`config.mk`:
```
export PLATFORM = sky130hd
export DESIGN_NAME = vox_level_meter_keyer
export DESIGN_NICKNAME = d
export VERILOG_FILES = /design/src/rtl/vlmk_pkg.sv /design/src/rtl/vlmk_front.sv /design/src/rtl/vlmk_queue.sv /design/src/rtl/vlmk_back.sv /design/src/rtl/vlmk_keyer.sv /design/src/rtl/vox_level_meter_keyer.sv
export SDC_FILE = /design/constraint.sdc
export NUM_CORES = 1
export LEC_CHECK = 0
export BUFFER_PORTS_ARGS = -buffer_cell sky130_fd_sc_hd__buf_4
export CAP_MARGIN = 20
export CORE_UTILIZATION = 25
export DETAILED_ROUTE_END_ITERATION = 6
export SYNTH_ARGS = -nofsm -noshare
export SYNTH_HDL_FRONTEND = slang
export SYNTH_SLANG_ARGS = --single-unit
```
`constraint.sdc`:
```
create_clock -name clk -period 12.8 [get_ports clk]
set_input_delay 2.56 -clock clk [delete_from_list [all_inputs] [get_ports clk]]
set_output_delay 2.56 -clock clk [all_outputs]
set_load 0.1 [all_outputs]
```
`src/rtl/vlmk_pkg.sv`:
```
// Shared constants, codes and types of the VOX level meter keyer.
package vlmk_pkg;

  localparam int BLOCK_SAMPLES = 2048;
  localparam int FRAME_MS      = 16;

  localparam int SAMPLE_W   = 16;
  localparam int GAIN_W     = 8;
  localparam int LEVEL_W    = 8;
  localparam int MS_W       = 14;
  localparam int TIMER_W    = 16;
  localparam int SUM_W      = 36;
  localparam int CNT_W      = $clog2(BLOCK_SAMPLES + 1);
  localparam int PROD_W     = SAMPLE_W + GAIN_W;
  localparam int CFG_IDX_W  = 3;
  localparam int CFG_DATA_W = 14;

  // Divider widths: den = 640 * count, divisor = 2 * den, dividend = 2 * sum + den.
  localparam int DEN_W = CNT_W + 10;
  localparam int DVS_W = DEN_W + 1;
  localparam int REM_W = SUM_W + 2;
  localparam int QUOT_W = LEVEL_W;
  localparam int STEP_W = $clog2(QUOT_W);

  localparam int QUEUE_DEPTH = 2;
  localparam int QPTR_W      = $clog2(QUEUE_DEPTH);

  localparam logic [1:0] FUNC_SAMPLE = 2'd0;
  localparam logic [1:0] FUNC_TICK   = 2'd1;
  localparam logic [1:0] FUNC_PTT    = 2'd2;

  localparam logic [CFG_IDX_W-1:0] REG_VOX_ENABLE = 3'd0;
  localparam logic [CFG_IDX_W-1:0] REG_VOX_LEVEL  = 3'd1;
  localparam logic [CFG_IDX_W-1:0] REG_ATTACK_MS  = 3'd2;
  localparam logic [CFG_IDX_W-1:0] REG_DECAY_MS   = 3'd3;
  localparam logic [CFG_IDX_W-1:0] REG_MIC_GAIN   = 3'd4;

  typedef struct packed {
    logic [SUM_W-1:0] sum;
    logic [CNT_W-1:0] count;
  } block_job_t;

  typedef struct packed {
    logic tick;
    logic ptt;
  } item_cmd_t;

  typedef struct packed {
    logic               key_on;
    logic [LEVEL_W-1:0] meter;
  } result_t;

  typedef enum logic [2:0] {
    DIV_IDLE,
    DIV_LOAD,
    DIV_CHECK,
    DIV_STEP,
    DIV_DONE
  } div_state_t;

endpackage

```
`src/rtl/vlmk_front.sv`:
```
// Front end: classifies items, accumulates block sums and hands finished blocks on.
module vlmk_front import vlmk_pkg::*; (
  input  logic                       clk,
  input  logic                       rst,
  input  logic                       item_valid,
  input  logic [1:0]                 func,
  input  logic signed [SAMPLE_W-1:0] sample,
  input  logic                       block_last,
  input  logic [GAIN_W-1:0]          gain,
  input  logic                       out_free,
  input  logic                       q_full,
  input  logic                       back_pending,
  output logic                       item_stall,
  output logic                       accept,
  output item_cmd_t                  cmd,
  output logic                       job_push,
  output block_job_t                 job
);

  logic [SUM_W-1:0]    sum;
  logic [CNT_W-1:0]    count;
  logic [SAMPLE_W-1:0] mag;
  logic [PROD_W-1:0]   prod;
  logic [SUM_W-1:0]    sum_add;
  logic [CNT_W-1:0]    count_inc;
  logic                block_end;
  logic                can_take;
  logic                is_sample;

  assign mag       = sample[SAMPLE_W-1] ? SAMPLE_W'(-sample) : SAMPLE_W'(sample);
  assign prod      = PROD_W'(mag) * PROD_W'(gain);
  assign sum_add   = sum + SUM_W'(prod);
  assign count_inc = count + 1'b1;
  assign block_end = block_last || (count_inc >= CNT_W'(BLOCK_SAMPLES));
  assign is_sample = (func == FUNC_SAMPLE);

  // A frame tick must see the peak of every block that ended before it.
  always_comb begin
    case (func)
      FUNC_SAMPLE: can_take = !(block_end && q_full);
      FUNC_TICK:   can_take = !back_pending;
      default:     can_take = 1'b1;
    endcase
  end

  assign item_stall = !(out_free && can_take);
  assign accept     = item_valid && !item_stall;
  assign job_push   = accept && is_sample && block_end;
  assign job.sum    = sum_add;
  assign job.count  = count_inc;
  assign cmd.tick   = accept && (func == FUNC_TICK);
  assign cmd.ptt    = accept && (func == FUNC_PTT);

  always_ff @(posedge clk) begin
    if (rst) begin
      sum   <= '0;
      count <= '0;
    end else if (accept && is_sample) begin
      if (block_end) begin
        sum   <= '0;
        count <= '0;
      end else begin
        sum   <= sum_add;
        count <= count_inc;
      end
    end
  end

endmodule

```
`src/rtl/vlmk_queue.sv`:
```
// Short queue of finished blocks waiting for the meter divider.
module vlmk_queue import vlmk_pkg::*; (
  input  logic       clk,
  input  logic       rst,
  input  logic       push,
  input  block_job_t push_job,
  input  logic       pop,
  output block_job_t pop_job,
  output logic       full,
  output logic       empty
);

  block_job_t        entries [QUEUE_DEPTH];
  logic [QPTR_W-1:0] wr_ptr;
  logic [QPTR_W-1:0] rd_ptr;
  logic [QPTR_W:0]   fill;

  assign full    = (fill == (QPTR_W+1)'(QUEUE_DEPTH));
  assign empty   = (fill == '0);
  assign pop_job = entries[rd_ptr];

  always_ff @(posedge clk) begin
    if (push) begin
      entries[wr_ptr] <= push_job;
    end
  end

  always_ff @(posedge clk) begin
    if (rst) begin
      wr_ptr <= '0;
      rd_ptr <= '0;
      fill   <= '0;
    end else begin
      if (push) begin
        wr_ptr <= wr_ptr + 1'b1;
      end
      if (pop) begin
        rd_ptr <= rd_ptr + 1'b1;
      end
      if (push && !pop) begin
        fill <= fill + 1'b1;
      end else if (pop && !push) begin
        fill <= fill - 1'b1;
      end
    end
  end

endmodule

```
`src/rtl/vlmk_back.sv`:
```
// Back end: restoring divider for the block meter and the frame peak register.
module vlmk_back import vlmk_pkg::*; (
  input  logic               clk,
  input  logic               rst,
  input  logic               q_empty,
  input  block_job_t         q_job,
  input  logic               peak_clear,
  output logic               q_pop,
  output logic               busy,
  output logic [LEVEL_W-1:0] frame_peak
);

  div_state_t          state;
  div_state_t          state_next;
  block_job_t          job_r;
  logic [REM_W-1:0]    rem;
  logic [DVS_W-1:0]    dvs;
  logic [DVS_W+6:0]    dsh;
  logic [QUOT_W-1:0]   quot;
  logic [STEP_W-1:0]   step;
  logic [DEN_W-1:0]    den;
  logic                sat;
  logic                ge;

  // 640 * count as two shifted copies.
  assign den = DEN_W'({job_r.count, 9'b0}) + DEN_W'({job_r.count, 7'b0});
  // Any quotient of 256 or more reads as full scale.
  assign sat = rem >= REM_W'({dvs, 8'b0});
  assign ge  = rem >= REM_W'(dsh);

  always_comb begin
    state_next = state;
    case (state)
      DIV_IDLE:  if (!q_empty) state_next = DIV_LOAD;
      DIV_LOAD:  state_next = DIV_CHECK;
      DIV_CHECK: state_next = sat ? DIV_DONE : DIV_STEP;
      DIV_STEP:  if (step == '0) state_next = DIV_DONE;
      DIV_DONE:  state_next = DIV_IDLE;
      default:   state_next = DIV_IDLE;
    endcase
  end

  always_comb begin
    q_pop = 1'b0;
    busy  = 1'b1;
    case (state)
      DIV_IDLE: begin
        q_pop = !q_empty;
        busy  = 1'b0;
      end
      default: begin
        q_pop = 1'b0;
        busy  = 1'b1;
      end
    endcase
  end

  always_ff @(posedge clk) begin
    if (rst) begin
      state <= DIV_IDLE;
    end else begin
      state <= state_next;
    end
  end

  always_ff @(posedge clk) begin
    case (state)
      DIV_IDLE: begin
        if (q_pop) begin
          job_r <= q_job;
        end
      end
      DIV_LOAD: begin
        rem <= REM_W'({job_r.sum, 1'b0}) + REM_W'(den);
        dvs <= {den, 1'b0};
      end
      DIV_CHECK: begin
        quot <= sat ? '1 : '0;
        dsh  <= {dvs, 7'b0};
        step <= STEP_W'(QUOT_W - 1);
      end
      DIV_STEP: begin
        if (ge) begin
          rem <= rem - REM_W'(dsh);
        end
        quot <= {quot[QUOT_W-2:0], ge};
        dsh  <= dsh >> 1;
        step <= step - 1'b1;
      end
      default: begin
      end
    endcase
  end

  always_ff @(posedge clk) begin
    if (rst) begin
      frame_peak <= '0;
    end else if (peak_clear) begin
      frame_peak <= '0;
    end else if ((state == DIV_DONE) && (quot > frame_peak)) begin
      frame_peak <= quot;
    end
  end

endmodule

```
`src/rtl/vlmk_keyer.sv`:
```
// Keyer: frame meter level, attack and decay timers, push-to-talk latch.
module vlmk_keyer import vlmk_pkg::*; (
  input  logic               clk,
  input  logic               rst,
  input  item_cmd_t          cmd,
  input  logic [LEVEL_W-1:0] frame_peak,
  input  logic               vox_enable,
  input  logic [LEVEL_W-1:0] voice_threshold,
  input  logic [MS_W-1:0]    attack_ms,
  input  logic [MS_W-1:0]    decay_ms,
  input  logic               timer_clear,
  output result_t            res_next
);

  logic               keyed;
  logic               keyed_next;
  logic               ptt_latched;
  logic               ptt_latched_next;
  logic [TIMER_W-1:0] attack_timer;
  logic [TIMER_W-1:0] attack_timer_next;
  logic [TIMER_W-1:0] decay_timer;
  logic [TIMER_W-1:0] decay_timer_next;
  logic [LEVEL_W-1:0] meter_level;
  logic [LEVEL_W-1:0] meter_level_next;
  logic [TIMER_W:0]   attack_sum;
  logic [TIMER_W:0]   decay_sum;
  logic [TIMER_W-1:0] attack_sat;
  logic [TIMER_W-1:0] decay_sat;
  logic               voice;

  assign attack_sum = {1'b0, attack_timer} + (TIMER_W+1)'(FRAME_MS);
  assign decay_sum  = {1'b0, decay_timer} + (TIMER_W+1)'(FRAME_MS);
  assign attack_sat = attack_sum[TIMER_W] ? '1 : attack_sum[TIMER_W-1:0];
  assign decay_sat  = decay_sum[TIMER_W] ? '1 : decay_sum[TIMER_W-1:0];
  assign voice      = frame_peak >= voice_threshold;

  always_comb begin
    keyed_next        = keyed;
    ptt_latched_next  = ptt_latched;
    attack_timer_next = attack_timer;
    decay_timer_next  = decay_timer;
    meter_level_next  = meter_level;
    if (timer_clear) begin
      attack_timer_next = '0;
      decay_timer_next  = '0;
    end
    if (cmd.tick) begin
      meter_level_next = frame_peak;
      if (vox_enable) begin
        if (!keyed) begin
          if (voice) begin
            attack_timer_next = attack_sat;
            if (attack_sat >= TIMER_W'(attack_ms)) begin
              attack_timer_next = '0;
              decay_timer_next  = '0;
              keyed_next        = 1'b1;
            end
          end else begin
            attack_timer_next = '0;
          end
        end else begin
          if (!voice) begin
            decay_timer_next = decay_sat;
            if (decay_sat >= TIMER_W'(decay_ms)) begin
              decay_timer_next  = '0;
              attack_timer_next = '0;
              // The push-to-talk latch holds the key against decay.
              if (!ptt_latched) begin
                keyed_next = 1'b0;
              end
            end
          end else begin
            decay_timer_next = '0;
          end
        end
      end
    end
    if (cmd.ptt) begin
      if (keyed) begin
        keyed_next        = 1'b0;
        ptt_latched_next  = 1'b0;
        attack_timer_next = '0;
        decay_timer_next  = '0;
      end else begin
        keyed_next       = 1'b1;
        ptt_latched_next = 1'b1;
      end
    end
  end

  assign res_next.key_on = keyed_next;
  assign res_next.meter  = meter_level_next;

  always_ff @(posedge clk) begin
    if (rst) begin
      keyed        <= 1'b0;
      ptt_latched  <= 1'b0;
      attack_timer <= '0;
      decay_timer  <= '0;
      meter_level  <= '0;
    end else begin
      keyed        <= keyed_next;
      ptt_latched  <= ptt_latched_next;
      attack_timer <= attack_timer_next;
      decay_timer  <= decay_timer_next;
      meter_level  <= meter_level_next;
    end
  end

endmodule

```
`src/rtl/vox_level_meter_keyer.sv`:
```
// Top level of the VOX level meter keyer: configuration, datapath halves and result register.
// Every item gives one result beat with the key state and frame meter after that item.
// Audio samples and push-to-talk presses are taken one per cycle as long as the result
// register drains. A sample that ends a block queues that block for a shared restoring
// divider, which takes one block at a time, with a shorter path when the meter saturates;
// the queue holds two blocks, and a block end stalls the input while the queue is full.
// A frame tick is held until the queue is empty and the divider is idle, so that it sees
// every block that ended before it.
// Configuration may be written at any time the block is idle; there is no reset sweep.
module vox_level_meter_keyer import vlmk_pkg::*; (
  input  logic                       clk,
  input  logic                       rst,
  input  logic                       cfg_we,
  input  logic [CFG_IDX_W-1:0]       cfg_index,
  input  logic [CFG_DATA_W-1:0]      cfg_data,
  input  logic                       item_valid,
  output logic                       item_stall,
  input  logic [1:0]                 func,
  input  logic signed [SAMPLE_W-1:0] sample,
  input  logic                       block_last,
  output logic                       result_valid,
  input  logic                       result_stall,
  output logic                       key_on,
  output logic [LEVEL_W-1:0]         meter
);

  logic               vox_enable;
  logic [LEVEL_W-1:0] voice_threshold;
  logic [MS_W-1:0]    attack_ms;
  logic [MS_W-1:0]    decay_ms;
  logic [GAIN_W-1:0]  mic_gain_tenths;

  logic               out_free;
  logic               accept;
  item_cmd_t          cmd;
  logic               job_push;
  block_job_t         job;
  block_job_t         q_job;
  logic               q_full;
  logic               q_empty;
  logic               q_pop;
  logic               back_busy;
  logic               back_pending;
  logic [LEVEL_W-1:0] frame_peak;
  logic               timer_clear;
  result_t            res_next;

  always_ff @(posedge clk) begin
    if (rst) begin
      vox_enable      <= 1'b0;
      voice_threshold <= LEVEL_W'(10);
      attack_ms       <= MS_W'(500);
      decay_ms        <= MS_W'(1000);
      mic_gain_tenths <= GAIN_W'(10);
    end else if (cfg_we) begin
      case (cfg_index)
        REG_VOX_ENABLE: vox_enable      <= cfg_data[0];
        REG_VOX_LEVEL:  voice_threshold <= cfg_data[LEVEL_W-1:0];
        REG_ATTACK_MS:  attack_ms       <= cfg_data[MS_W-1:0];
        REG_DECAY_MS:   decay_ms        <= cfg_data[MS_W-1:0];
        REG_MIC_GAIN:   mic_gain_tenths <= cfg_data[GAIN_W-1:0];
        default: begin
        end
      endcase
    end
  end

  assign timer_clear  = cfg_we && (cfg_index == REG_VOX_ENABLE);
  assign out_free     = !result_valid || !result_stall;
  assign back_pending = back_busy || !q_empty;

  vlmk_front u_front (
    .clk          (clk),
    .rst          (rst),
    .item_valid   (item_valid),
    .func         (func),
    .sample       (sample),
    .block_last   (block_last),
    .gain         (mic_gain_tenths),
    .out_free     (out_free),
    .q_full       (q_full),
    .back_pending (back_pending),
    .item_stall   (item_stall),
    .accept       (accept),
    .cmd          (cmd),
    .job_push     (job_push),
    .job          (job)
  );

  vlmk_queue u_queue (
    .clk      (clk),
    .rst      (rst),
    .push     (job_push),
    .push_job (job),
    .pop      (q_pop),
    .pop_job  (q_job),
    .full     (q_full),
    .empty    (q_empty)
  );

  vlmk_back u_back (
    .clk        (clk),
    .rst        (rst),
    .q_empty    (q_empty),
    .q_job      (q_job),
    .peak_clear (cmd.tick),
    .q_pop      (q_pop),
    .busy       (back_busy),
    .frame_peak (frame_peak)
  );

  vlmk_keyer u_keyer (
    .clk             (clk),
    .rst             (rst),
    .cmd             (cmd),
    .frame_peak      (frame_peak),
    .vox_enable      (vox_enable),
    .voice_threshold (voice_threshold),
    .attack_ms       (attack_ms),
    .decay_ms        (decay_ms),
    .timer_clear     (timer_clear),
    .res_next        (res_next)
  );

  always_ff @(posedge clk) begin
    if (accept) begin
      key_on <= res_next.key_on;
      meter  <= res_next.meter;
    end
  end

  always_ff @(posedge clk) begin
    if (rst) begin
      result_valid <= 1'b0;
    end else if (accept) begin
      result_valid <= 1'b1;
    end else if (!result_stall) begin
      result_valid <= 1'b0;
    end
  end

`ifndef SYNTHESIS
  // A frame tick only goes through once every ended block has been measured.
  assert property (@(posedge clk) disable iff (rst)
    cmd.tick |-> (q_empty && !back_busy))
    else $error("frame tick accepted with block meters still pending");

  // The block queue never takes a block while it is full.
  assert property (@(posedge clk) disable iff (rst)
    job_push |-> !q_full)
    else $error("block queue overflow");

  // Every accepted item leaves a result beat in the output register.
  assert property (@(posedge clk) disable iff (rst)
    accept |=> result_valid)
    else $error("accepted item produced no result beat");

  // The divider only starts a block when one is queued.
  assert property (@(posedge clk) disable iff (rst)
    q_pop |-> !q_empty)
    else $error("divider popped an empty queue");
`endif

endmodule
```
## Word-level counts from Yosys, hierarchy flattened

Memory sizes are Yosys's and may differ from the RTL's. A register that Yosys moved wholly into a read port is not among the register bits.
Index checks and enable logic that the tools add are counted.

- Flip-flop bits (word level): 261
- RAM bits: 96
- Word-level logic and storage cells: 156
- Output and inout bits: 11
- Bits of input ports: 41
- Memories kept: 1

Memories:

| memory | depth | width | rd ports | clocked after memory_dff | wr ports | RTL line | text |
|---|---|---|---|---|---|---|---|
| u_queue.entries | 2 | 48 | 1 | 1 | 1 | vlmk_queue.sv:13 | `block_job_t entries [QUEUE_DEPTH];` |

- $mul: 1
- Reductions and logical operators: 39
- Equal/unequal tests: 15
- $add $sub $neg: 13
- Muxes and demuxes: 55
- Order comparisons: 7

Operator list:

| cell | count |
|---|---|
| 16-bit 2-to-1 mux | 23 |
| 38-bit one-hot mux with 2 select lines | 1 |
| 30-bit one-hot mux with 2 select lines | 1 |
| 37-bit by 22-bit adder with 38-bit output | 1 |
| 38-bit by 30-bit >= comparator with 1-bit output | 1 |
| 38-bit by 31-bit >= comparator with 1-bit output | 1 |
| 38-bit 2-to-1 mux | 1 |
| 38-bit by 30-bit subtractor with 38-bit output | 1 |
| 36-bit by 24-bit adder with 36-bit output | 1 |
| 36-bit 2-to-1 mux | 1 |
| 16-bit by 5-bit adder with 17-bit output (second input constant) | 2 |
| 16-bit by 14-bit >= comparator with 1-bit output | 2 |
| 16-bit by 8-bit multiplier with 24-bit output | 1 |
| 21-bit by 19-bit adder with 22-bit output | 1 |
| 1-bit 2-to-1 mux | 16 |
| 8-bit 2-to-1 mux | 2 |
| 16-bit negator | 1 |
| 8-bit one-hot mux with 2 select lines | 1 |
| 2-bit AND reduction | 8 |
| 12-bit by 1-bit adder with 12-bit output (second input constant) | 1 |
| 3-bit by 2-bit equality test with 1-bit output (second input constant) | 4 |
| 12-bit >= comparator (second input constant) | 1 |
| 12-bit 2-to-1 mux | 1 |
| 3-bit one-hot mux with 4 select lines | 1 |
| 23 further kinds | 56 |

## Logic depth before layout (Yosys ltp)

Gate-level depths: netlist (run 1).

- Depth in word-level cells: 14
- Mapped depth: 27
- Depth with buffers taken out: 24

## Hierarchy

A second synthesis (run 1) with hierarchy kept.

- Cells, all modules: 2565
- Area, all modules: 26155.1 µm²

By module, submodules not included:

| module | cells an instance | area an instance (µm²) | instances | sequential area each (µm²) |
|---|---|---|---|---|
| vlmk_back | 936 | 9604.2 | 1 | 4484.3 |
| vlmk_front | 872 | 7542.2 | 1 | 960.9 |
| vlmk_queue | 171 | 3671.0 | 1 | 2982.9 |
| vlmk_keyer | 394 | 3156.8 | 1 | 840.8 |
| vox_level_meter_keyer | 192 | 2180.8 | 1 | 1191.1 |

## Worst setup path before layout (run 1)

Ideal clock, no wire load.

- Path type: input port to flip-flop
- Start: input sample[0]
- End: memory u_queue.entries[0][44] in the netlist's numbering (data pin)
- Library setup time: 275 ps
- Setup slack: 4305 ps
- Arrival: 8221 ps
- Cell stages on the path: 21
- Path buffers: 1
- Required time: 12525 ps
- Path through: buf_2 -> inv_2 -> nand4b_1 -> or3_1 -> or3_1 -> o31ai_2 -> xor2_1 -> nor2b_1 -> fa_1 -> fa_1 -> fa_1 -> inv_1 -> fa_1 -> inv_1 -> ha_1 -> nand2_1 -> or3_1 -> or3_1 -> o211ai_4 -> nor3b_1 -> xor2_1

RTL lines:

| element | RTL line | text |
|---|---|---|
| from (decl) | vox_level_meter_keyer.sv:19 | `input logic signed [SAMPLE_W-1:0] sample,` |
| to (decl) | vlmk_queue.sv:13 |  |

==> results of run 1 <==
-- final timing paths --
path,depth (start not counted),end,start
max,24,u_queue.entries[1][41]$_DFFE_PP_,sample[2]
min,2,u_keyer.attack_timer[2]$_SDFF_PP0_,u_keyer.attack_timer[2]$_SDFF_PP0_
min reg2reg,2,u_keyer.attack_timer[2]$_SDFF_PP0_,u_keyer.attack_timer[2]$_SDFF_PP0_
max reg2reg,17,u_queue.entries[1][43]$_DFFE_PP_,mic_gain_tenths[1]$_SDFFE_PP1P_
-- final cells by class --
| cell class | count | area (um2) | share of cell area |
|---|---|---|---|
| multi-input combinational | 1763 | 13500 | 0.472 |
| clock inverter | 20 | 214 | 0.00748 |
| timing repair buffer | 66 | 499 | 0.0175 |
| antenna | 1 | 2.50 | 0.0000875 |
| sequential | 398 | 10400 | 0.365 |
| clock buffer | 64 | 1280 | 0.0448 |
| tap | 1298 | 1620 | 0.0568 |
| inverter | 279 | 1050 | 0.0366 |
-- synth_stat cells (4+ instances only) --
library cell	count	area, um2
buf_2	12	60.1
a21boi_0	4	30.0
o211ai_1	22	165
a21o_1	44	330
o21a_1	34	255
and3_1	25	156
o21ai_0	103	515
and2_1	75	469
buf_1	8	30.0
edfxtp_1	247	7420
nor2_1	124	465
nand2_1	271	1020
xnor2_1	63	552
ha_1	170	2130
or2_2	9	56.3
a22o_1	24	210
nand3b_1	5	37.5
o21bai_1	7	52.6
nor3_1	14	70.1
mux2i_1	29	290
nor4_1	10	62.6
nand3_1	77	385
or3_1	20	125
or4_1	5	37.5
clkbuf_1	49	184
dfxtp_1	151	3020
o22ai_1	4	25.0
nand4_1	22	138
a211oi_1	13	97.6
fa_1	109	2180
inv_1	278	1040
xor2_1	67	587
nor2b_1	50	313
mux2_2	48	541
a21oi_1	148	741
o31ai_1	7	52.6
and4_1	9	78.8
nand2b_1	39	244
a31oi_1	24	150
-- state kept, by name (all words and copies together), names as in the netlist, 12 cells and up --
signal	count
u_back.dsh	30
u_back.dvs	15
u_queue.entries	96
decay_ms	14
u_front.count	12
u_keyer.decay_timer	16
attack_ms	14
u_back.job_r	48
u_back.rem	38
u_front.sum	36
u_keyer.attack_timer	16
-- cells by family after synthesis --
| kind of cell | share of synthesized area |
|---|---|
| AOI/OAI and AO/OA | 0.128 |
| xor gates and xnor gates | 0.0451 |
| adders and majority gates | 0.171 |
| buffers and inverters | 0.0542 |
| DFF | 0.414 |
| muxes | 0.0329 |
| and+or+nand+nor | 0.156 |
-- power by group --
part           internal (mW)  leakage, nW  total, mW  switching (mW)
combinational          0.847         7.35       2.17            1.33
clock                  0.779        0.711       1.30           0.523
sequential              1.69         3.44       1.80           0.113
-- through the flow --
stage          cell area [um2]  cells  utilization
2_1_floorplan            25200   2515            -
3_3_place_gp             27100   3803        0.271
3_5_place_dp             27100   3804        0.271
4_1_cts                  28600   3888        0.286
5_1_grt                  28600   3888        0.286
6_report                 28600   3889        0.286
-- worst reg2reg max path, stage by stage, from the launching register on --
cell and delay, ps:
dfxtp_1 850, nand2b_1 190, fa_1 530, inv_1 60
fa_1 470, fa_1 490, inv_1 50, fa_1 530
inv_1 40, ha_1 430, inv_1 70, o311a_1 440
nor3b_2 270, o211ai_1 180, a31oi_1 280, or2_1 450
nand2_1 130, xnor2_1 170
-- layer usage --
| layer | wire (um) | up-vias |
|---|---|---|
| li1 | - | 8822 |
| met1 | 28000 | 8421 |
| met2 | 25800 | 357 |
| met3 | 2250 | 65 |
| met4 | 1110 | 0 |
| met5 | 0 | - |
==> impl_metrics.csv, run 1 <==
group,metric,value,unit
sta,hold_ws,424,ps
die,rows,116,
clock_network,htree_levels,2,
grt,grtUsageTotal,0.112,
worst_setup_path,worst_setup_path_start_kind,"input port",
die,die_w,320,um
place,routabilityCongestion,0.815,
final_layout,layout_commonest_cell,"inv_1",
final_layout,fin_nets,2874,
worst_setup_path,cp_slowest_cell,"xor2_1",
clock_network,numClockSinks,398,
synth,synth_ff_type,"edfxtp_1",
sta,fin_skew,18.5,ps
worst_setup_path,end_kind,"flop",
sta,worst_slew_pin_slew,1020,ps
power_and_ir_drop,power_density,185,nW/um2
synth,ys_seq_area_frac,0.414,
sta,hold_viol,0,
final_layout,final_cell_mix,"inv_1, nand2_1, edfxtp_1",
power_and_ir_drop,fin_total_pwr,5.28,mW
power_and_ir_drop,vdd_drop_max,0.130,mV
clock_network,cts_buffers,46,
worst_setup_path,worstPathCellList,"buf_4 > nor2_1 > nand4b_1 > or3_1 > or3_1 > o31ai_2 > xor2_1 > nand2b_1 > fa_1 > inv_1 > fa_1 > fa_1 > inv_1 > fa_1 > inv_1 > ha_1 > and3_1 > a221oi_1 > o221ai_1 > o211ai_1 > a31oi_1 > or2_1 > nand2_1 > xnor2_1",
grt,antenna_found_initial,1,
sta,period_minus_slack,8730,ps
sta,relSlewSlack,0.313,
final_layout,drive_gt1_frac,0.0903,
place,port-buffer-count,51,
worst_setup_path,cpLargestDelayFamily,"adder cells",
worst_setup_path,worst_path_most_repeated_cell,"fa_1",
final_layout,fillers,10300,
grt,grt_util_met2,0.181,
grt,grt_pass1_wl,93.5,mm
worst_setup_path,r2r_slack,6920,ps
synth,syn_avg_cell_area,10.0,um2
die,start_util,0.252,
worst_setup_path,path_max_fanout,13,
sta,finalCritPeriodShare,0.682,
synth,syn_inst,2515,
worst_setup_path,crit_path_max_incr_delay,600,ps
clock_network,clk_latency,570,ps
routing,drt-initial-drc-count,953,
routing,wl,57.2,mm
worst_setup_path,crit_buf_inv,4,
grt,grt_use_met3,0.0153,
worst_setup_path,cp.arrival,9030,ps
sta,setup_viol,0,
grt,met1_usage,0.157,
die,die_h,320,um
grt,busiest_layer,"met2",
synth,syn-cell-area,25200,um2
die,io_pins,52,
sta,maxSlewViolCount,0,
routing,drc,0,
status,status,"completed",
clock_network,cts_hold_buf,0,
synth,synth_seq_cells,398,
clock_network,clk_pin_slew,60,ps
synth,synth-edff-count,247,
sta,fin_ws,4070,ps
routing,dr.pass1.iters,5,
clock_network,cts_tree,"built",
clock_network,cts_root_buffer,"clkbuf_16",
grt,grt_pass1_vias,17500,
clock_network,cts_setup_buffers,0,
clock_network,cts_resized,0,
synth,yosysUniqueCellTypes,97,
worst_setup_path,path_class,"in2reg",
sta,timing.setup.tns,0,ps
routing,drt-wirelength-per-cell,14.7,um
grt,overflow,0,
sta,rsz0062_at_grt,"no",
final_layout,areaGrowthSynthToFinish,13.2,%
power_and_ir_drop,p_leak,11.5,nW
die,die_area,102000,um2
synth,ys_warn_count,0,
synth,async_reset_ff_frac,0,
place,dp_slack,3460,ps
clock_network,clock_path_buffers,3,
grt,grt_max_degree,67,
routing,ant_nets,0,
synth,synth_nets,2835,
place,hpwl,42.2,mm
job,maxCapViolCount,0,
routing,vias,17700,
worst_setup_path,required,13110,ps
sta,max_freq,115,MHz
routing,vias_per_cell,4.54,
die,fp.coreArea,100000,um2
hold_path,hp-class,"reg2reg",
Power figures use the tool's default switching activity.
==> run 2: changes to the inputs <==
==> constraint.sdc (replaced) <==
create_clock -name clk -period 9 [get_ports clk]
set_input_delay 1.8 -clock clk [delete_from_list [all_inputs] [get_ports clk]]
set_output_delay 1.8 -clock clk [all_outputs]
set_load 0.1 [all_outputs]
==> run 2 against run 1 <==
  * Total power rose by 42%
  * Core utilization barely moved
  * Sequential share of layout area barely moved
  * Largest cell class unchanged
==> impl_metrics.csv, run 2 (same netlist as run 1, synthesis figures left out) <==
group,metric,value,unit
power_and_ir_drop,pwr-share-seq,0.340,
sta,period_minus_slack,7780,ps
die,die_h,320,um
clock_network,cts_buffers,46,
grt,grt_max_degree,70,
clock_network,numClockSinks,398,
sta,relSlewSlack,0.279,
clock_network,htree_levels,2,
sta,timing.setup.tns,0,ps
sta,rsz0062_at_grt,"no",
die,rows,116,
worst_setup_path,end_kind,"flop",
routing,drc,0,
grt,grt_pass1_vias,17700,
clock_network,clk_latency,580,ps
die,die_area,102000,um2
sta,setup_viol,0,
die,fp.coreArea,100000,um2
power_and_ir_drop,power_frac_clock,0.247,
routing,ant_nets,0,
power_and_ir_drop,fin_total_pwr,7.50,mW
worst_setup_path,crit_buf_inv,5,
sta,max_freq,129,MHz
clock_network,cts_tree,"built",
job,maxCapViolCount,0,
sta,hold_ws,425,ps
sta,worst_slew_pin_slew,1080,ps
routing,dr.pass1.iters,7,
die,die_w,320,um
power_and_ir_drop,combPwrFrac,0.413,
final_layout,fin_nets,2878,
worst_setup_path,cp_slowest_cell,"fa_1",
final_layout,drive_gt1_frac,0.0928,
routing,drt-initial-drc-count,963,
grt,grtUsageTotal,0.112,
power_and_ir_drop,p_int,4.70,mW
worst_setup_path,crit_path_max_incr_delay,560,ps
grt,grt_pass1_wl,93.2,mm
routing,drt-wirelength-per-cell,14.7,um
place,hpwl,42.2,mm
clock_network,cts_hold_buf,0,
power_and_ir_drop,power_density,262,nW/um2
final_layout,largest_reg_flops,96,
sta,finalCritPeriodShare,0.864,
sta,fin_skew,24.8,ps
routing,vias,17700,
worst_setup_path,cpLargestDelayFamily,"adder cells",
power_and_ir_drop,p_leak,11.5,nW
final_layout,largest-register,"u_queue.entries",
final_layout,reg.largest.list,"u_queue.entries: 96 flops, u_back.job_r: 48 flops, u_back.rem: 38 flops",
clock_network,clock_path_buffers,3,
power_and_ir_drop,p_switching,2.81,mW
sta,maxSlewViolCount,0,
final_layout,layout_commonest_cell,"inv_1",
worst_setup_path,worst_setup_path_start_kind,"input port",
grt,antenna_found_initial,1,
die,io_pins,52,
hold_path,hp-class,"reg2reg",
final_layout,areaGrowthSynthToFinish,13.4,%
power_and_ir_drop,vdd_drop_max,0.157,mV
clock_network,cts_root_buffer,"clkbuf_16",
status,status,"completed",
worst_setup_path,path_class,"in2reg",
routing,wl,57.1,mm
clock_network,cts_setup_buffers,0,
final_layout,final_cell_mix,"inv_1, nand2_1, edfxtp_1",
routing,vias_per_cell,4.56,
worst_setup_path,required,9310,ps
sta,hold_viol,0,
worst_setup_path,cp.arrival,8090,ps
clock_network,clk_pin_slew,60,ps
grt,overflow,0,
die,start_util,0.252,
worst_setup_path,worst_path_most_repeated_cell,"fa_1",
power_and_ir_drop,power.share.switching,0.374,
place,routabilityCongestion,0.816,
clock_network,cts_resized,0,
worst_setup_path,path_max_fanout,13,
final_layout,n_antenna_cell,0,
place,port-buffer-count,51,
## run 2: metal layers
metal,GRT usage,vias up,share of wire
met3,0.0169,80,0.038
met4,0.0300,0,0.022
met5,0,-,0
met2,0.182,291,0.45
met1,0.153,8541,0.49
li1,-,8835,-
## run 2: final timing paths
path                                 startpoint                                 end  slack (ps)  cells past startpoint
max reg2reg     mic_gain_tenths[1]$_SDFFE_PP1P_    u_queue.entries[0][45]$_DFFE_PP_        3080                     17
max                                   sample[2]    u_queue.entries[1][39]$_DFFE_PP_        1220                     25
min reg2reg  u_keyer.attack_timer[2]$_SDFF_PP0_  u_keyer.attack_timer[2]$_SDFF_PP0_         430                      2
min          u_keyer.attack_timer[2]$_SDFF_PP0_  u_keyer.attack_timer[2]$_SDFF_PP0_         430                      2
## run 2: layout make-up
class,count,area [um2]
clock buffers,60,1220
clock inverters,26,267
fillers,10300,71400
inverters,279,1050
multi-input cells,1763,13500
flip-flops and latches,398,10400
well taps,1298,1620
repair buffers,70,542
## run 2: worst register-to-register path, cell delays in order (launching register included)
cell and delay (ps):
dfxtp_1 870, nand2b_1 180, fa_1 540, inv_1 50, fa_1 470, fa_1 490
inv_1 50, fa_1 530, inv_1 40, ha_1 420, inv_1 70, o311a_1 410
nor3b_2 310, o211ai_1 190, a31oi_1 280, or2_1 460, nand2_1 130, xnor2_1 160
## run 2: stage by stage
step,utilization,area (um2),setup slack (ps),instances
2_1_floorplan,-,25200,1260,2515
3_3_place_gp,0.271,27100,705,3806
3_5_place_dp,0.271,27100,649,3807
4_1_cts,0.286,28600,1270,3893
5_1_grt,0.286,28600,755,3894
6_report,0.286,28600,1220,3894
## run 2: power by group through the flow
stage	logic (mW)	clock network [mW]	registers, mW
2_1_floorplan	2.34	0	2.56
3_3_place_gp	3.06	0	2.59
3_5_place_dp	3.08	0	2.59
4_1_cts	3.10	1.90	2.56
5_1_grt	3.50	1.97	2.58
6_report	3.10	1.85	2.55
==> run 3: changes to the inputs <==
--- a/config.mk
+++ b/config.mk
@@ -5,10 +5,14 @@
 export SDC_FILE = /design/constraint.sdc
 export NUM_CORES = 1
 export LEC_CHECK = 0
+export ABC_AREA = 1
 export BUFFER_PORTS_ARGS = -buffer_cell sky130_fd_sc_hd__buf_4
 export CAP_MARGIN = 20
+export CELL_PAD_IN_SITES_DETAIL_PLACEMENT = 0
+export CELL_PAD_IN_SITES_GLOBAL_PLACEMENT = 1
 export CORE_UTILIZATION = 25
 export DETAILED_ROUTE_END_ITERATION = 6
+export PLACE_DENSITY_LB_ADDON = 0.1
 export SYNTH_ARGS = -nofsm -noshare
 export SYNTH_HDL_FRONTEND = slang
 export SYNTH_SLANG_ARGS = --single-unit
==> run 3 against run 2 <==
  * Design area is 4.2% higher
  * Non-clock buffer count is 5 lower
  * Highest routed layer unchanged
  * Clock skew is 15 ps higher
  * First-iteration DRC count is 19% higher
  * Sequential power is 2% higher
  * Worst setup slack better by 170 ps
  * Largest cell class unchanged
  * Core utilization is 0.19 points higher
  * Synthesized cell count is 27% higher
  * Count of clock-buffer cells in the layout is 7 higher
==> impl_metrics.csv, run 3 <==
group,metric,value,unit
synth,syn_inst,3205,
worst_setup_path,path_max_fanout,10,
routing,drt-wirelength-per-cell,16.9,um
sta,setup_viol,0,
synth,ys_warn_count,0,
final_layout,multi_input_area,13300,um2
power_and_ir_drop,pwr-share-seq,0.309,
synth,yosysUniqueCellTypes,60,
power_and_ir_drop,combPwrFrac,0.430,
sta,period_minus_slack,7610,ps
clock_network,cts_buffers,51,
power_and_ir_drop,power.share.switching,0.427,
worst_setup_path,required,9550,ps
worst_setup_path,worst_setup_path_start_kind,"input port",
clock_network,clk_pin_slew,60,ps
clock_network,clock_path_buffers,3,
sta,timing.setup.tns,0,ps
final_layout,layout_commonest_cell,"nand2_1",
synth,synth_top_area_cell,"edfxtp_1",
hold_path,whs_endpoint,"voice_threshold[4]$_SDFFE_PP0P_",
die,fp.coreArea,103000,um2
status,status,"completed",
clock_network,cts_hold_buf,0,
synth,synth_most_common_cell,"nand2_1",
clock_network,cts_resized,0,
synth,syn-cell-area,26100,um2
final_layout,seq_area,10400,um2
power_and_ir_drop,vdd_drop_max,0.141,mV
hold_path,hold_start,"voice_threshold[4]$_SDFFE_PP0P_",
worst_setup_path,path_class,"in2reg",
final_layout,final_cell_mix,"nand2_1, inv_1, nor2_1",
synth,synth_ff_type,"edfxtp_1",
grt,grt_max_degree,73,
sta,fin_skew,39.7,ps
die,die_area,106000,um2
routing,drc,0,
job,maxCapViolCount,0,
clock_network,numClockSinks,398,
die,die_h,325,um
clock_network,cts_tree,"built",
sta,hold_viol,0,
synth,async_reset_ff_frac,0,
worst_setup_path,cp.arrival,8160,ps
synth,synth_nets,3525,
sta,relSlewSlack,0.332,
final_layout,largest-register,"u_queue.entries",
power_and_ir_drop,p_int,4.83,mW
power_and_ir_drop,power_frac_clock,0.261,
synth,netlist_top_cells_area,"edfxtp_1, dfxtp_1, nand2_1",
sta,hold_ws,465,ps
routing,drt-initial-drc-count,1150,
sta,maxSlewViolCount,0,
die,rows,118,
grt,grt_pass1_wl,122,mm
synth,synth_top_area_frac,0.284,
final_layout,fin_nets,3566,
routing,ant_nets,0,
clock_network,htree_levels,2,
grt,grt_pass1_vias,20500,
power_and_ir_drop,p_leak,12.8,nW
power_and_ir_drop,power_density,283,nW/um2
clock_network,clk_latency,630,ps
synth,synth_common_cells,"nand2_1, inv_1, nor2_1",
die,io_pins,52,
place,port-buffer-count,51,
final_layout,areaGrowthSynthToFinish,14.2,%
grt,overflow,0,
power_and_ir_drop,p_switching,3.60,mW
routing,vias_per_cell,4.39,
synth,ys_seq_area_frac,0.400,
sta,max_freq,131,MHz
place,dp_slack,799,ps
final_layout,drive_gt1_frac,0.0587,
grt,antenna_found_initial,5,
grt,grtUsageTotal,0.148,
clock_network,cts_root_buffer,"clkbuf_16",
clock_network,cts_setup_buffers,0,
final_layout,fillers,11100,
routing,vias,20500,
final_layout,reg.largest.list,"u_queue.entries: 96 flops, u_back.job_r: 48 flops, u_back.rem: 38 flops",
hold_path,worstHoldPathCells,2,
die,die_w,325,um
sta,worst_slew_pin_slew,998,ps
hold_path,hp-class,"reg2reg",
worst_setup_path,end_kind,"flop",
final_layout,largest_reg_flops,96,
routing,dr.pass1.iters,5,
worst_setup_path,ff2ff_path_depth,20,
synth,synth_seq_cells,398,
routing,wl,79.1,mm
worst_setup_path,r2r_slack,3470,ps
sta,fin_ws,1390,ps
worst_setup_path,worstReg2RegEnd,"u_front.sum[35]$_SDFFE_PP0P_",
synth,syn_avg_cell_area,8.15,um2
place,hpwl,61.8,mm
synth,synth-edff-count,247,
die,start_util,0.252,
worst_setup_path,reg2reg_from,"mic_gain_tenths[4]$_SDFFE_PP0P_",
place,routabilityCongestion,0.841,
sta,finalCritPeriodShare,0.845,
sta,rsz0062_at_grt,"no",
==> run 3: cell type report <==
cell class | count | share of cell area
Antenna cell | 1 | 0.0000839
Clock buffer | 67 | 0.0459
Clock inverter | 29 | 0.0145
Inverter | 549 | 0.0691
Multi-Input combinational cell | 2181 | 0.446
Sequential cell | 398 | 0.350
Tap cell | 1380 | 0.0579
Timing Repair Buffer | 65 | 0.0164
==> run 3: power groups by stage <==
| stage | logic [mW] | clock network [mW] | registers [mW] |
|---|---|---|---|
| 2_1_floorplan | 2.34 | 0 | 2.62 |
| 3_3_place_gp | 3.69 | 0 | 2.65 |
| 3_5_place_dp | 3.68 | 0 | 2.65 |
| 4_1_cts | 3.70 | 2.29 | 2.61 |
| 5_1_grt | 4.09 | 2.35 | 2.64 |
| 6_report | 3.62 | 2.20 | 2.60 |
==> run 3: logic make-up (layout without fill, tap and decap cells) <==
group           Yosys count  after routing  share of synthesized area
buf+inv                 626            710                     0.0918
compound gates          542            542                      0.113
simple gates           1285           1285                      0.205
flops                   398            398                      0.400
other cells               0              1                          0
xor+xnor                 75             75                     0.0252
fa+ha+maj               279            279                      0.165
==> run 3: how the worst max path moves through the flow <==
| stage | cells past startpoint | from | endpoint | slack (ps) |
|---|---|---|---|---|
| final | 28 | sample[0] | u_front.sum[35]$_SDFFE_PP0P_ | 1390 |
| after global placement | 29 | sample[0] | u_front.sum[35]$_SDFFE_PP0P_ | 890 |
| after global routing | 28 | sample[0] | u_front.sum[35]$_SDFFE_PP0P_ | 980 |
| after floorplan | 30 | sample[0] | u_front.sum[30]$_SDFFE_PP0P_ | 1750 |
| after detailed placement | 28 | sample[0] | u_front.sum[35]$_SDFFE_PP0P_ | 800 |
| after CTS | 28 | sample[0] | u_front.sum[35]$_SDFFE_PP0P_ | 1480 |
==> run 3: worst max-delay path, cell delays in order <==
cell and delay, ps:
buf_4 150, inv_1 60, ha_1 180, nand3_1 130
o21ai_1 260, nand3_1 190, or3_1 360, o21ai_1 150
xor2_1 440, inv_2 130, nand2_1 100, fa_1 410
inv_1 80, fa_1 430, fa_1 490, inv_1 50
fa_1 520, inv_1 40, ha_1 340, a21oi_1 190
a21boi_0 310, o21a_1 150, nand2_1 70, a21boi_0 600
o21ai_0 160, nand2_1 130, nand2_1 60, a21oi_1 130
==> run 3: metrics by stage <==
step / total power [mW] / utilization / cell area [um2] / cells
3_3_place_gp: 6.33 / 0.271 / 28000 / 4573
4_1_cts: 8.60 / 0.288 / 29800 / 4669
2_1_floorplan: 4.96 / - / 26100 / 3205
5_1_grt: 9.08 / 0.288 / 29800 / 4669
3_5_place_dp: 6.33 / 0.271 / 28000 / 4573
6_report: 8.43 / 0.288 / 29800 / 4670
==> run 3: metal layers <==
layer,GRT usage,part of all wire
met1,0.206,0.50
met2,0.242,0.45
met3,0.0175,0.025
met4,0.0409,0.023
met5,0,0
